## src/sv/itb_pkg.sv

```systemverilog
package itb_pkg;

   localparam int SLOT_COUNT = 8;
   localparam int TICK_BITS  = 32;
   localparam int SLOT_BITS  = (SLOT_COUNT > 1) ? $clog2(SLOT_COUNT) : 1;

   localparam logic [1:0] OP_TICK   = 2'd0;
   localparam logic [1:0] OP_ARM    = 2'd1;
   localparam logic [1:0] OP_DISARM = 2'd2;

   typedef struct packed {
      logic [1:0]  op;
      logic [2:0]  slot;
      logic [6:0]  signal_number;
      logic [31:0] first_ticks;
      logic [31:0] reload_ticks;
      logic [15:0] owner_id;
   } req_type;

   typedef struct packed {
      logic [15:0] owner_id_out;
      logic [6:0]  signal_out;
      logic [2:0]  slot_out;
      logic        last;
   } rsp_type;

   // Commands from the controller to the datapath.
   typedef struct packed {
      logic                 accept;
      logic                 scan;
      logic                 advance;
      logic [SLOT_BITS-1:0] idx;
   } cmd_type;

   // Status from the datapath back to the controller.
   typedef struct packed {
      logic emit;
      logic out_free;
   } status_type;

endpackage

```

## src/sv/itb_ctrl.sv

```systemverilog
module itb_ctrl (
   input  logic                 clock,
   input  logic                 reset,
   input  logic                 req_valid,
   input  logic [1:0]           req_op,
   output logic                 req_stall,
   input  itb_pkg::status_type  status,
   output itb_pkg::cmd_type     cmd
);

   typedef enum logic {
      ST_IDLE,
      ST_SCAN
   } state_type;

   state_type                    state_ff, state_in;
   logic [itb_pkg::SLOT_BITS-1:0] idx_ff, idx_in;
   logic                         accept;
   logic                         advance;
   logic                         last_idx;

   assign req_stall = (state_ff != ST_IDLE);
   assign accept    = req_valid && !req_stall;
   // A slot that would emit waits until the output register can take its result.
   assign advance   = (state_ff == ST_SCAN) && (!status.emit || status.out_free);
   assign last_idx  = (idx_ff == itb_pkg::SLOT_BITS'(itb_pkg::SLOT_COUNT - 1));

   always_comb begin
      state_in = state_ff;
      idx_in   = idx_ff;
      case (state_ff)
         ST_IDLE: begin
            idx_in = '0;
            if (accept && req_op == itb_pkg::OP_TICK) begin
               state_in = ST_SCAN;
            end
         end
         ST_SCAN: begin
            if (advance) begin
               if (last_idx) begin
                  state_in = ST_IDLE;
               end else begin
                  idx_in = idx_ff + 1'b1;
               end
            end
         end
         default: begin
            state_in = ST_IDLE;
         end
      endcase
   end

   always_ff @(posedge clock) begin
      if (reset) begin
         state_ff <= ST_IDLE;
         idx_ff   <= '0;
      end else begin
         state_ff <= state_in;
         idx_ff   <= idx_in;
      end
   end

   assign cmd.accept  = accept;
   assign cmd.scan    = (state_ff == ST_SCAN);
   assign cmd.advance = advance;
   assign cmd.idx     = idx_ff;

endmodule

```

## src/sv/itb_dp.sv

```systemverilog
module itb_dp (
   input  logic                clock,
   input  logic                reset,
   input  itb_pkg::req_type    req_data,
   input  itb_pkg::cmd_type    cmd,
   output itb_pkg::status_type status,
   output logic                rsp_valid,
   input  logic                rsp_stall,
   output itb_pkg::rsp_type    rsp_data
);

   localparam int N = itb_pkg::SLOT_COUNT;
   localparam int W = itb_pkg::TICK_BITS;

   logic                          active_ff [N];
   logic [6:0]                    signal_ff [N];
   logic [W-1:0]                  countdown_ff [N];
   logic [W-1:0]                  reload_ff [N];
   logic [15:0]                   owner_ff [N];
   logic [N-1:0]                  mask_ff, mask_in;
   logic                          rsp_valid_ff;
   itb_pkg::rsp_type              rsp_data_ff;

   logic [itb_pkg::SLOT_BITS-1:0] req_idx;
   logic                          req_in_range;
   logic                          cur_active;
   logic [W-1:0]                  cur_count;
   logic                          counting;
   logic                          hits;
   logic                          emit;
   logic                          last;
   logic [N-1:0]                  higher;

   assign req_idx      = itb_pkg::SLOT_BITS'(req_data.slot);
   assign req_in_range = (32'(req_data.slot) < itb_pkg::SLOT_COUNT);

   assign cur_active = active_ff[cmd.idx];
   assign cur_count  = countdown_ff[cmd.idx];
   assign counting   = cur_active && (cur_count != '0);
   assign hits       = counting && (cur_count == W'(1));
   assign emit       = cmd.scan && hits && (owner_ff[cmd.idx] != 16'd0);

   // The expiry mask is captured when the tick is taken, so the result of the
   // highest emitting slot can be marked as last without looking ahead.
   assign higher = mask_ff >> cmd.idx;
   assign last   = ((higher >> 1) == '0);

   always_comb begin
      for (int i = 0; i < N; i++) begin
         mask_in[i] = active_ff[i] && (countdown_ff[i] == W'(1)) && (owner_ff[i] != 16'd0);
      end
   end

   assign status.emit     = emit;
   assign status.out_free = !rsp_valid_ff || !rsp_stall;

   always_ff @(posedge clock) begin
      if (reset) begin
         for (int i = 0; i < N; i++) begin
            active_ff[i] <= 1'b0;
         end
         mask_ff <= '0;
      end else begin
         if (cmd.accept && req_data.op == itb_pkg::OP_TICK) begin
            mask_ff <= mask_in;
         end
         if (cmd.accept && req_in_range) begin
            if (req_data.op == itb_pkg::OP_ARM) begin
               active_ff[req_idx] <= 1'b1;
            end else if (req_data.op == itb_pkg::OP_DISARM) begin
               active_ff[req_idx] <= 1'b0;
            end
         end
         if (cmd.advance && hits && reload_ff[cmd.idx] == '0) begin
            active_ff[cmd.idx] <= 1'b0;
         end
      end
   end

   always_ff @(posedge clock) begin
      if (cmd.accept && req_in_range && req_data.op == itb_pkg::OP_ARM) begin
         signal_ff[req_idx]    <= req_data.signal_number;
         countdown_ff[req_idx] <= W'(req_data.first_ticks);
         reload_ff[req_idx]    <= W'(req_data.reload_ticks);
         owner_ff[req_idx]     <= req_data.owner_id;
      end else if (cmd.advance && counting) begin
         // On expiry the reload value is zero for a one-shot slot, which leaves zero.
         countdown_ff[cmd.idx] <= hits ? reload_ff[cmd.idx] : (cur_count - W'(1));
      end
   end

   always_ff @(posedge clock) begin
      if (reset) begin
         rsp_valid_ff <= 1'b0;
      end else if (cmd.advance && emit) begin
         rsp_valid_ff <= 1'b1;
      end else if (!rsp_stall) begin
         rsp_valid_ff <= 1'b0;
      end
   end

   always_ff @(posedge clock) begin
      if (cmd.advance && emit) begin
         rsp_data_ff.owner_id_out <= owner_ff[cmd.idx];
         rsp_data_ff.signal_out   <= signal_ff[cmd.idx];
         rsp_data_ff.slot_out     <= 3'(cmd.idx);
         rsp_data_ff.last         <= last;
      end
   end

   assign rsp_valid = rsp_valid_ff;
   assign rsp_data  = rsp_data_ff;

endmodule

```

## src/sv/interval_timer_bank_top.sv

```systemverilog
// Interval timer bank: eight periodic or one-shot countdown timers behind one request channel.
// A request carries an op code: tick, arm a slot, or disarm a slot. Arm loads the
// slot's owner, signal number, first countdown and reload interval; disarm clears
// only the slot's active bit. Requests are accepted when req_valid is high and
// req_stall is low. Arm and disarm produce no response. After a tick is accepted,
// the controller visits the slots in ascending order through one shared decrement
// and compare unit. Each slot that expires with a nonzero owner sends one response
// with owner, signal and slot; the last response of a tick is marked. req_stall
// stays high while a tick is being scanned.
// Responses sit in an output register; when the receiver holds rsp_stall high,
// the scan pauses at the next expiring slot until the register is taken, so no
// response is lost. A stalled response holds its value.
// Synchronous reset marks every slot inactive and empties the output register.
module interval_timer_bank_top (
   input  logic             clock,
   input  logic             reset,
   input  logic             req_valid,
   output logic             req_stall,
   input  itb_pkg::req_type req_data,
   output logic             rsp_valid,
   input  logic             rsp_stall,
   output itb_pkg::rsp_type rsp_data
);

   itb_pkg::cmd_type    cmd;
   itb_pkg::status_type status;

   // The controller sequences the slot scan; the datapath holds the slot state.
   itb_ctrl u_ctrl (
      .clock     (clock),
      .reset     (reset),
      .req_valid (req_valid),
      .req_op    (req_data.op),
      .req_stall (req_stall),
      .status    (status),
      .cmd       (cmd)
   );

   itb_dp u_dp (
      .clock     (clock),
      .reset     (reset),
      .req_data  (req_data),
      .cmd       (cmd),
      .status    (status),
      .rsp_valid (rsp_valid),
      .rsp_stall (rsp_stall),
      .rsp_data  (rsp_data)
   );

   // A held response must never be overwritten by a new expiry.
   assert property (@(posedge clock) disable iff (reset)
      (rsp_valid && rsp_stall) |-> !(cmd.advance && status.emit))
      else $error("response overwritten while stalled");

   // An accepted tick always starts a scan in the next cycle.
   assert property (@(posedge clock) disable iff (reset)
      (cmd.accept && req_data.op == itb_pkg::OP_TICK) |=> cmd.scan)
      else $error("tick accepted without a scan");

   // No request is taken while a scan is running.
   assert property (@(posedge clock) disable iff (reset)
      cmd.scan |-> !cmd.accept)
      else $error("request accepted during scan");

endmodule
```

## config.mk

```make
export PLATFORM = sky130hd
export DESIGN_NAME = interval_timer_bank_top
export DESIGN_NICKNAME = d
export VERILOG_FILES = /design/src/sv/itb_pkg.sv /design/src/sv/itb_ctrl.sv /design/src/sv/itb_dp.sv /design/src/sv/interval_timer_bank_top.sv
export SDC_FILE = /design/constraint.sdc
export NUM_CORES = 1
export LEC_CHECK = 0
export ABC_CLOCK_PERIOD_IN_PS = 6760
export BUFFER_PORTS_ARGS = -buffer_cell sky130_fd_sc_hd__buf_2
export CAP_MARGIN = 25
export CORE_MARGIN = 3
export CORE_UTILIZATION = 50
export CTS_CLUSTER_DIAMETER = 200
export DETAILED_ROUTE_END_ITERATION = 8
export PLACE_DENSITY = 0.69
export SLEW_MARGIN = 20
export SYNTH_ARGS = -nofsm -noshare
export SYNTH_HDL_FRONTEND = slang
export SYNTH_SLANG_ARGS = --single-unit
```

## constraint.sdc

```tcl
create_clock -name clock -period 6.76 [get_ports clock]
set_input_delay 1.014 -clock clock [delete_from_list [all_inputs] [get_ports clock]]
set_output_delay 1.014 -clock clock [all_outputs]
set_load 0.05 [all_outputs]
```

==> results of run 1 <==
[worst register-to-register path, delay by kind of cell (launching register included)]
family                 cells  cell delay (ns)
multiplexers               1             0.64
AND/OR/NAND/NOR            4             1.70
flip-flops                 1             0.90
AO/OA/AOI/OAI              4             1.02
buffers and inverters      2             0.73
[synthesized netlist by cell type (3+ instances only)]
master,n
edfxtp_1,731
mux4_2,145
nand2_1,94
mux2i_1,90
nor4_1,88
nor2_1,69
a21oi_1,54
nor3_1,35
nand4_1,28
buf_2,27
clkbuf_1,24
mux2_2,23
nand3_1,21
o211ai_1,20
o21a_1,17
dfxtp_1,15
xnor2_1,15
xor2_1,14
buf_4,13
a22oi_1,12
mux4_1,10
nor2b_1,10
o21ai_0,10
or2_2,10
a211oi_1,9
and3_1,9
nand2b_1,9
and2_1,8
or4_1,8
a31oi_1,6
buf_1,6
buf_6,6
inv_1,6
o22ai_1,6
or3_1,6
o31ai_1,5
buf_8,4
ha_1,4
nor3b_1,3
o21ai_1,3
[cell type report]
| cell class | count | area [um2] | share of cell area |
|---|---|---|---|
| flip-flops and latches | 746 | 22300 | 0.634 |
| multi-input cells | 875 | 8420 | 0.240 |
| clock buffers | 90 | 1950 | 0.0557 |
| well taps | 828 | 1040 | 0.0295 |
| repair buffers | 152 | 913 | 0.0260 |
| clock inverters | 44 | 454 | 0.0129 |
| inverters | 9 | 36.3 | 0.00103 |
| diodes | 3 | 7.51 | 0.000214 |
[power groups by stage]
stage | clock [mW] | sequential [mW] | combinational [mW]
after global routing | 4.33 | 5.14 | 0.299
after floorplan | 0 | 5.23 | 0.144
final | 4.08 | 5.14 | 0.277
after CTS | 4.15 | 5.14 | 0.278
after detailed placement | 0 | 5.23 | 0.277
after global placement | 0 | 5.23 | 0.269
[worst min-delay path by stage]
stage,from,to,slack (ns)
6_report,u_dp.mask_ff[6]$_SDFFE_PP0P_,u_dp.mask_ff[6]$_SDFFE_PP0P_,0.50
2_1_floorplan,u_ctrl.idx_ff[2]$_SDFFE_PP0P_,u_dp.rsp_data[3]$_DFFE_PP_,0.44
5_1_grt,u_dp.mask_ff[2]$_SDFFE_PP0P_,u_dp.mask_ff[2]$_SDFFE_PP0P_,0.56
3_5_place_dp,u_dp.mask_ff[6]$_SDFFE_PP0P_,u_dp.mask_ff[6]$_SDFFE_PP0P_,0.49
4_1_cts,u_dp.mask_ff[6]$_SDFFE_PP0P_,u_dp.mask_ff[6]$_SDFFE_PP0P_,0.51
3_3_place_gp,u_dp.mask_ff[6]$_SDFFE_PP0P_,u_dp.mask_ff[6]$_SDFFE_PP0P_,0.48
[registers in the layout, summed over array words and instances (netlist names), named ones only]
register and count:
u_dp.rsp_valid 1, u_dp.rsp_data 27, u_ctrl.req_stall 1, u_dp.owner_ff 128, u_ctrl.idx_ff 3, u_dp.reload_ff 256, u_dp.signal_ff 56, u_dp.mask_ff 7
u_dp.active_ff 8, u_dp.countdown_ff 256
[kinds of logic (layout without fill, tap and decap cells)]
family / count (synthesis) / in the layout / share of synthesized area
adder cells (fa/ha/maj): 4 / 4 / 0.00161
buffers and inverters: 90 / 295 / 0.0167
AO/OA/AOI/OAI: 156 / 156 / 0.0330
other: 0 / 3 / 0
AND/OR/NAND/NOR: 416 / 416 / 0.0714
flip-flops: 746 / 746 / 0.717
XOR/XNOR: 29 / 29 / 0.00819
multiplexers: 270 / 270 / 0.152
[layer usage]
metal  up-vias  global-route usage
met4         6              0.0617
met5         -                   0
met3       132              0.0694
li1       7372                   -
met1      9010               0.360
met2       897               0.366
==> results.yml, run 1 <==
final_layout:
  fillers: 4534
  stdcell_count: 2747
  final_common_cell: "edfxtp_1"
  areaGrowthSynthToFinish_pct: 13.1
  finalNetCount: 1959
  final_core_util: 0.576
  final_cell_mix: "731 x edfxtp_1, 145 x mux4_2, 124 x buf_2"
  drive_gt1_frac: 0.244
  final_area_mm2: 0.0351
place:
  io_buffers: 124
  dpl_worst_slack_ns: 1.43
  placed_cell_area_mm2: 0.0326
  placed_cells_incl_taps: 2609
  dp_hpwl_um: 52800
  globalplace.congestion: 1.01
routing:
  vias: 17400
  antenna_left: 0
  met2_length_um: 36000
  wl_per_cell_um: 28.6
  wirelength_um: 78600
  wl_met3_um: 8260
  vias_per_cell: 6.34
  drtIter0Drc: 2024
  wl_met1_um: 32500
  drc: 0
  top_layer: "met5"
  first_pass_iters: 5
synthesis:
  synthTopCellsByArea: "edfxtp_1 71%, mux4_2 11%, mux2i_1 2.9%"
  synthFlopType: "edfxtp_1"
  synth_seq_cells: 746
  synthDistinctLibCells: 68
  yosysTopAreaCellShare: 0.708
  syn_avg_cell_area_um2: 18.1
  synth_largest_area_cell: "edfxtp_1"
  ys.warnings.count: 0
  postSynth.asyncResetShare: 0
  syn_nets: 1811
  seq_area_frac_synth: 0.717
  synth_edf_count: 731
  syn_inst: 1711
  syn_area_mm2: 0.0310
sta:
  fin_setup_tns_ns: 0
  tightest_slew_ns: 0.962
  min_period_ns: 5.33
  fin_crit_sh: 0.789
  slew_violations: 0
  rsz0062_at_grt: "no"
  final_hold_viol_count: 0
  setup_violations: 0
  worst_hold_slack_ns: 0.503
  skew_ns: 0.0191
  setup_ws_ns: 1.43
  fmax_mhz: 187
  relSlewSlack: 0.359
job:
  cap_violations: 0
grt:
  grt_max_degree: 85
  track_usage: 0.245
  antenna_found_initial: 7
  first_global_vias: 17100
  grt_overflow: 0
  grt_pass1_wl_um: 115000
clock_network:
  path_clk_slew_ns: 0.06
  ctsHoldBuffers: 0
  cts_root_buffer: "clkbuf_16"
  h-tree-depth: 3
  cts_tree: "done"
  cts-resized-gates: 0
  cts-buffers-inserted: 75
  clk_latency_ns: 0.62
  clock_sinks: 746
  clk_path_buf_depth: 3
  postCtsSetupRepairBufs: 0
setup_path:
  crit_cells: 11
  slowest_delay_ns: 0.90
  cp_num_buf_inv: 2
  rrSetupSlack_ns: 1.43
  endpoint_kind: "flip-flop"
  crit_path_end: "u_dp.reload_ff[0][17]$_DFFE_PP_"
  crit_family: "simple AND/OR/NAND/NOR gates"
  criticalPathCategory: "reg2reg"
  worst_path_max_delay_cell: "dfxtp_4"
  cp_cell_sequence: "buf_12 > mux4_2 > nor3_1 > o22ai_1 > nor4b_2 > or3_1 > o21ai_1 > a211oi_4 > a21oi_1 > nor2_4 > buf_12"
  cpMostUsedCell: "buf_12"
  startpoint_type: "flip-flop"
  crit_required_ns: 7.05
  rr_endpoint: "u_dp.reload_ff[0][17]$_DFFE_PP_"
  crit_path_max_fanout: 51
  arrival_ns: 5.63
  r2r_cells: 11
power_and_ir_drop:
  p_leak_nw: 10.8
  powerDensity_mw_per_mm2: 271
  pwr-share-comb: 0.029
  pwr-share-clk: 0.430
  p_switching_mw: 1.91
  peakVddDrop_v: 0.000199
  power_mw: 9.50
  p_int_mw: 7.59
  pwr-share-seq: 0.541
  switching_share: 0.201
floorplan:
  die_area_mm2: 0.0651
  start_util: 0.509
  rows: 90
  fp.dieW_um: 255
  die_h_um: 255
  io_pins: 125
  core_area_mm2: 0.0609
hold_path:
  hold_class: "reg2reg"
  hold_depth: 2
status:
  outcome: "complete, no violations"
No activity file was read; power rests on OpenSTA's default activity.
==> run 2: changes to the inputs <==
--- a/config.mk
+++ b/config.mk
@@ -5,14 +5,15 @@
 export SDC_FILE = /design/constraint.sdc
 export NUM_CORES = 1
 export LEC_CHECK = 0
-export ABC_CLOCK_PERIOD_IN_PS = 6760
+export ABC_AREA = 1
+export ABC_CLOCK_PERIOD_IN_PS = 5200
 export BUFFER_PORTS_ARGS = -buffer_cell sky130_fd_sc_hd__buf_2
 export CAP_MARGIN = 25
 export CORE_MARGIN = 3
 export CORE_UTILIZATION = 50
 export CTS_CLUSTER_DIAMETER = 200
 export DETAILED_ROUTE_END_ITERATION = 8
-export PLACE_DENSITY = 0.69
+export PLACE_DENSITY = 0.67
 export SLEW_MARGIN = 20
 export SYNTH_ARGS = -nofsm -noshare
 export SYNTH_HDL_FRONTEND = slang
==> constraint.sdc (replaced) <==
create_clock -name clock -period 5.2 [get_ports clock]
set_input_delay 0.78 -clock clock [delete_from_list [all_inputs] [get_ports clock]]
set_output_delay 0.78 -clock clock [all_outputs]
set_load 0.05 [all_outputs]
==> run 2 against run 1 <==
Net effect: global-route usage up 1.4 points; routed wire length increased by 14%; clock skew is 0.018 ns higher; register-to-register slack lost 0.71 ns; critical endpoint is now u_dp.countdown_ff[0][31]$_DFFE_PP_.
==> results.yml, run 2 <==
status:
  outcome: "complete, no violations"
synthesis:
  synthTopCellsByArea: "edfxtp_1 67%, nand2_1 7.0%, nor2_1 5.2%"
  postSynth.asyncResetShare: 0
  syn_nets: 3120
  syn_inst: 3020
  syn_avg_cell_area_um2: 10.8
  ys.warnings.count: 0
  synthDistinctLibCells: 41
  yosysTopAreaCellShare: 0.672
  seq_area_frac_synth: 0.682
  synth_largest_area_cell: "edfxtp_1"
  syn_area_mm2: 0.0326
  synthFlopType: "edfxtp_1"
  synth_edf_count: 731
  yosysMostFrequentCell: "edfxtp_1"
  synth_seq_cells: 746
  netlist_top_cells_count: "731 x edfxtp_1, 607 x nand2_1, 456 x nor2_1, 260 x inv_1, 223 x o21ai_0"
clock_network:
  postCtsSetupRepairBufs: 0
  clock_sinks: 746
  h-tree-depth: 3
  cts_root_buffer: "clkbuf_16"
  cts_tree: "done"
  path_clk_slew_ns: 0.06
  clk_path_buf_depth: 3
  cts-resized-gates: 0
  ctsHoldBuffers: 0
  clk_latency_ns: 0.65
  cts-buffers-inserted: 79
floorplan:
  rows: 93
  core_area_mm2: 0.0646
  die_h_um: 262
  fp.dieW_um: 262
  die_area_mm2: 0.0684
  io_pins: 125
  start_util: 0.506
grt:
  grt_overflow: 0
  first_global_vias: 22100
  antenna_found_initial: 11
  grt_pass1_wl_um: 133000
  grt_max_degree: 130
  track_usage: 0.259
routing:
  first_pass_iters: 6
  met2_length_um: 42000
  antenna_left: 0
  vias: 23200
  wl_met1_um: 36500
  drtIter0Drc: 2950
  wl_met3_um: 8320
  vias_per_cell: 5.70
  wirelength_um: 89500
  top_layer: "met5"
  drc: 0
  wl_per_cell_um: 22.0
setup_path:
  cpMostUsedCell: "nand2_1"
  cp_cell_sequence: "inv_8 > buf_12 > buf_12 > nand2_1 > nand3_1 > nand3_1 > nand2_1 > nand2_1 > nor2_1 > nand2_1 > nor2_4 > nand2_1 > nor2_4 > nand3_4 > nand2_4 > nor2_8 > buf_4 > o21ai_0 > nand2_1 > nor2_4 > buf_12"
  crit_required_ns: 5.51
  worst_path_max_delay_cell: "buf_12"
  slowest_delay_ns: 0.45
  startpoint_type: "flip-flop"
  endpoint_kind: "flip-flop"
  crit_path_max_fanout: 129
  arrival_ns: 4.79
  criticalPathCategory: "reg2reg"
sta:
  setup_violations: 0
  worst_hold_slack_ns: 0.401
  setup_ws_ns: 0.718
  fin_crit_sh: 0.862
  slew_violations: 0
  min_period_ns: 4.48
  fin_setup_tns_ns: 0
  final_hold_viol_count: 0
  relSlewSlack: 0.296
  fmax_mhz: 223
  rsz0062_at_grt: "no"
  skew_ns: 0.0368
  tightest_slew_ns: 1.05
power_and_ir_drop:
  pwr-share-seq: 0.533
  switching_share: 0.216
  p_int_mw: 9.83
  powerDensity_mw_per_mm2: 341
  peakVddDrop_v: 0.000275
  p_switching_mw: 2.71
  pwr-share-clk: 0.430
  p_leak_nw: 13.6
  pwr-share-comb: 0.037
place:
  placed_cell_area_mm2: 0.0343
  dpl_worst_slack_ns: 0.807
  io_buffers: 124
  dp_hpwl_um: 58900
  globalplace.congestion: 0.980
  placed_cells_incl_taps: 3921
final_layout:
  top_regs: "u_dp.countdown_ff x256, u_dp.reload_ff x256, u_dp.owner_ff x128"
  finalNetCount: 3249
  areaGrowthSynthToFinish_pct: 12.8
  fillers: 5301
  final_cell_mix: "731 x edfxtp_1, 607 x nand2_1, 439 x nor2_1"
  stdcell_count: 4075
  drive_gt1_frac: 0.112
  final_area_mm2: 0.0368
  final_common_cell: "edfxtp_1"
job:
  cap_violations: 0
hold_path:
  hold_class: "in2reg"
## run 2: cell count changes after synthesis, sizes merged, moves of 17 or more
cell / change
nand3: +151
o22ai: +22
mux2: -25
nor4: -28
nand2: +517
nor3: -17
mux4: -155
nor2: +394
inv: +258
buf: +56
mux2i: -90
o21ai: +322
## run 2: power by group through the flow
stage / clock [mW] / combinational (mW) / sequential [mW]
5_1_grt: 5.72 / 0.511 / 6.68
2_1_floorplan: 0 / 0.247 / 6.80
3_3_place_gp: 0 / 0.449 / 6.80
3_5_place_dp: 0 / 0.459 / 6.80
4_1_cts: 5.47 / 0.462 / 6.68
6_report: 5.39 / 0.469 / 6.68
## run 2: critical path: cells and delay by family, from the launching register on
kind	cells	cell delay, ns
flip-flops	1	0.40
buffers and inverters	5	1.47
AO/OA/AOI/OAI	1	0.23
AND/OR/NAND/NOR	15	1.96
## run 2: logic make-up (layout without fill, tap and decap cells)
| family | after synthesis | count (layout) | share of synthesized area |
|---|---|---|---|
| AND/OR/NAND/NOR | 1365 | 1365 | 0.175 |
| other | 0 | 8 | 0 |
| adder cells (fa/ha/maj) | 4 | 4 | 0.00153 |
| AO/OA/AOI/OAI | 462 | 462 | 0.0764 |
| XOR/XNOR | 24 | 24 | 0.00644 |
| flip-flops | 746 | 746 | 0.682 |
| buffers and inverters | 419 | 611 | 0.0591 |
## run 2: metrics by stage
| step | total power [mW] | util |
|---|---|---|
| detailed placement | 7.26 | 0.531 |
| CTS | 12.6 | 0.569 |
| global route | 12.9 | 0.570 |
| finish | 12.5 | 0.570 |
| floorplan | 7.05 | - |
| global placement | 7.25 | 0.530 |
## run 2: path summary, 6_finish.rpt
path / from / endpoint / slack, ns / cells after the start
hold / removal: req_data[20] / u_dp.reload_ff[7][4]$_DFFE_PP_ / 0.40 / 1
setup reg to reg: flip-flop / u_dp.countdown_ff[0][31]$_DFFE_PP_ / 0.72 / 21
hold reg to reg: u_dp.mask_ff[2]$_SDFFE_PP0P_ / u_dp.mask_ff[2]$_SDFFE_PP0P_ / 0.48 / 2
setup / recovery: flip-flop / u_dp.countdown_ff[0][31]$_DFFE_PP_ / 0.72 / 21
## run 2: cell type report
cell class | instances | area (um2) | area share
Sequential cell | 746 | 22300 | 0.605
Multi-Input combinational cell | 1855 | 8600 | 0.234
Clock buffer | 92 | 2050 | 0.0556
Timing Repair Buffer | 197 | 1350 | 0.0366
Tap cell | 855 | 1070 | 0.0290
Inverter | 270 | 1020 | 0.0278
Clock inverter | 52 | 457 | 0.0124
Antenna cell | 8 | 20.0 | 0.000544
## run 2: metal layers
layer  vias up  track usage
li1      10700            -
met1     11300        0.350
met2      1058        0.417
met3       192       0.0596
met4         8       0.0844
met5         -            0
==> run 3: changes to the inputs <==
--- a/config.mk
+++ b/config.mk
@@ -6,14 +6,16 @@
 export NUM_CORES = 1
 export LEC_CHECK = 0
 export ABC_AREA = 1
-export ABC_CLOCK_PERIOD_IN_PS = 5200
+export ABC_CLOCK_PERIOD_IN_PS = 4110
 export BUFFER_PORTS_ARGS = -buffer_cell sky130_fd_sc_hd__buf_2
 export CAP_MARGIN = 25
+export CELL_PAD_IN_SITES_DETAIL_PLACEMENT = 0
+export CELL_PAD_IN_SITES_GLOBAL_PLACEMENT = 1
 export CORE_MARGIN = 3
-export CORE_UTILIZATION = 50
+export CORE_UTILIZATION = 45
 export CTS_CLUSTER_DIAMETER = 200
 export DETAILED_ROUTE_END_ITERATION = 8
-export PLACE_DENSITY = 0.67
+export PLACE_DENSITY = 0.76
 export SLEW_MARGIN = 20
 export SYNTH_ARGS = -nofsm -noshare
 export SYNTH_HDL_FRONTEND = slang
==> constraint.sdc (replaced) <==
create_clock -name clock -period 4.11 [get_ports clock]
set_input_delay 0.6165 -clock clock [delete_from_list [all_inputs] [get_ports clock]]
set_output_delay 0.6165 -clock clock [all_outputs]
set_load 0.05 [all_outputs]
==> run 3 against run 2 <==
Net effect: cell area up 2.7%; via count about the same; cell count up 3.3%; setup slack worse by 0.53 ns; sequential power up 26%; fmax up 14%; non-clock buffer count up 31; largest power group unchanged.
==> results.yml, run 3 (synthesized netlist as in run 2, its figures left out) <==
clock_network:
  ctsHoldBuffers: 0
  cts_tree: "done"
  cts_root_buffer: "clkbuf_16"
  clk_path_buf_depth: 3
  cts-buffers-inserted: 81
  path_clk_slew_ns: 0.06
  clk_latency_ns: 0.64
  clock_sinks: 746
  h-tree-depth: 3
place:
  dp_hpwl_um: 59900
  placed_cell_area_mm2: 0.0347
  io_buffers: 124
  globalplace.congestion: 0.924
  dpl_worst_slack_ns: 0.140
  placed_cells_incl_taps: 4036
setup_path:
  r2r_cells: 19
  startpoint_type: "flip-flop"
  rrSetupSlack_ns: 0.19
  rr_endpoint: "u_dp.countdown_ff[0][19]$_DFFE_PP_"
  crit_path_max_fanout: 39
  criticalPathCategory: "reg2reg"
  endpoint_kind: "flip-flop"
  crit_path_end: "u_dp.countdown_ff[0][19]$_DFFE_PP_"
  arrival_ns: 4.29
  crit_required_ns: 4.47
floorplan:
  start_util: 0.455
  die_area_mm2: 0.0758
  rows: 98
  die_h_um: 275
  io_pins: 125
  fp.dieW_um: 275
  core_area_mm2: 0.0717
power_and_ir_drop:
  powerDensity_mw_per_mm2: 442
  peakVddDrop_v: 0.000340
  p_int_mw: 13.3
  p_leak_nw: 14.0
  pwr-share-comb: 0.036
  switching_share: 0.206
  pwr-share-clk: 0.458
  pwr-share-seq: 0.505
  p_switching_mw: 3.44
job:
  cap_violations: 0
routing:
  drc: 0
  antenna_left: 0
  first_pass_iters: 6
  drtIter0Drc: 2495
  vias: 23200
  vias_per_cell: 5.52
  wl_per_cell_um: 22.1
  wirelength_um: 92900
sta:
  setup_ws_ns: 0.187
  tightest_slew_ns: 0.850
  final_hold_viol_count: 0
  worst_hold_slack_ns: 0.252
  min_period_ns: 3.92
  fin_crit_sh: 0.954
  slew_violations: 0
  fin_setup_tns_ns: 0
  setup_violations: 0
  relSlewSlack: 0.428
  fmax_mhz: 255
  skew_ns: 0.0319
grt:
  grt_max_degree: 80
  first_global_vias: 22100
  grt_pass1_wl_um: 136000
  track_usage: 0.240
  grt_overflow: 0
  antenna_found_initial: 10
status:
  outcome: "complete, no violations"
hold_path:
  hold_start: "req_data[21]"
  hold_class: "in2reg"
final_layout:
  final_common_cell: "edfxtp_1"
  top_regs: "u_dp.countdown_ff x256, u_dp.reload_ff x256, u_dp.owner_ff x128"
  final_cell_mix: "731 x edfxtp_1, 606 x nand2_1, 437 x nor2_1"
  final_area_mm2: 0.0378
  stdcell_count: 4209
  areaGrowthSynthToFinish_pct: 15.9
  finalNetCount: 3283
  drive_gt1_frac: 0.122
## run 3: cell count changes in the layout (fill, tap and decap cells not counted), moves of 3 or more
cell / change
clkinv_2: -9
bufinv_16: +10
clkinv_1: +4
clkbuf_16: +7
buf_4: +6
inv_6: +3
buf_12: +17
buf_6: +3
clkbuf_8: +3
## run 3: how the worst min path moves through the flow
stage	endpoint	slack (ns)	cells past startpoint
2_1_floorplan	u_dp.mask_ff[1]$_SDFFE_PP0P_	0.43	2
5_1_grt	u_dp.reload_ff[2][18]$_DFFE_PP_	0.24	1
3_5_place_dp	u_dp.mask_ff[2]$_SDFFE_PP0P_	0.45	2
4_1_cts	u_dp.reload_ff[0][2]$_DFFE_PP_	0.22	1
6_report	u_dp.reload_ff[4][5]$_DFFE_PP_	0.25	1
3_3_place_gp	u_dp.mask_ff[3]$_SDFFE_PP0P_	0.45	2
## run 3: cell type report
class / instances / area, um2
sequential: 746 / 22300
multi-input combinational: 1855 / 8610
timing repair buffer: 228 / 1880
clock buffer: 99 / 2190
fill: 6104 / 33900
antenna: 7 / 17.5
inverter: 270 / 1030
timing repair inverter: 1 / 8.76
clock inverter: 53 / 651
tap: 950 / 1190
## run 3: power by group through the flow
| stage | combinational, mW | sequential [mW] | clock, mW |
|---|---|---|---|
| 2_1_floorplan | 0.314 | 8.61 | 0 |
| 3_3_place_gp | 0.582 | 8.60 | 0 |
| 3_5_place_dp | 0.594 | 8.61 | 0 |
| 4_1_cts | 0.596 | 8.45 | 7.77 |
| 5_1_grt | 0.669 | 8.45 | 8.08 |
| 6_report | 0.609 | 8.45 | 7.66 |
## run 3: per-layer routing
metal | track usage | routed length (um)
met5 | 0 | 27
met4 | 0.0888 | 3190
met3 | 0.0489 | 7760
met2 | 0.376 | 43200
met1 | 0.331 | 38700
## run 3: stage by stage
stage | utilization | power (mW)
after global routing | 0.527 | 17.2
after CTS | 0.524 | 16.8
after floorplan | - | 8.92
after global placement | 0.484 | 9.19
after detailed placement | 0.484 | 9.20
final | 0.527 | 16.7
## run 3: worst max-delay path, stage by stage, from the launching register on
cell and delay, ns:
dfxtp_4 0.49, buf_12 0.14, buf_12 0.19, buf_12 0.22, nand2_1 0.08, nand3_1 0.08, nand3_1 0.08, nand2_1 0.20
nand2_1 0.10, nor2_1 0.11, nand2_1 0.12, nor2_4 0.19, buf_4 0.15, nand2_1 0.04, nor2_1 0.33, nand2_1 0.14
buf_4 0.18, o21ai_0 0.45, o21ai_1 0.13, buf_4 0.19
## run 3: what timing repair did
| action | in CTS | in global routing |
|---|---|---|
| setup endpoints to repair | 0 | 174 |
| endpoints found under the hold margin | 0 | 0 |
| buffers inserted | 0 | 7 |
| resized for setup | 0 | 10 |
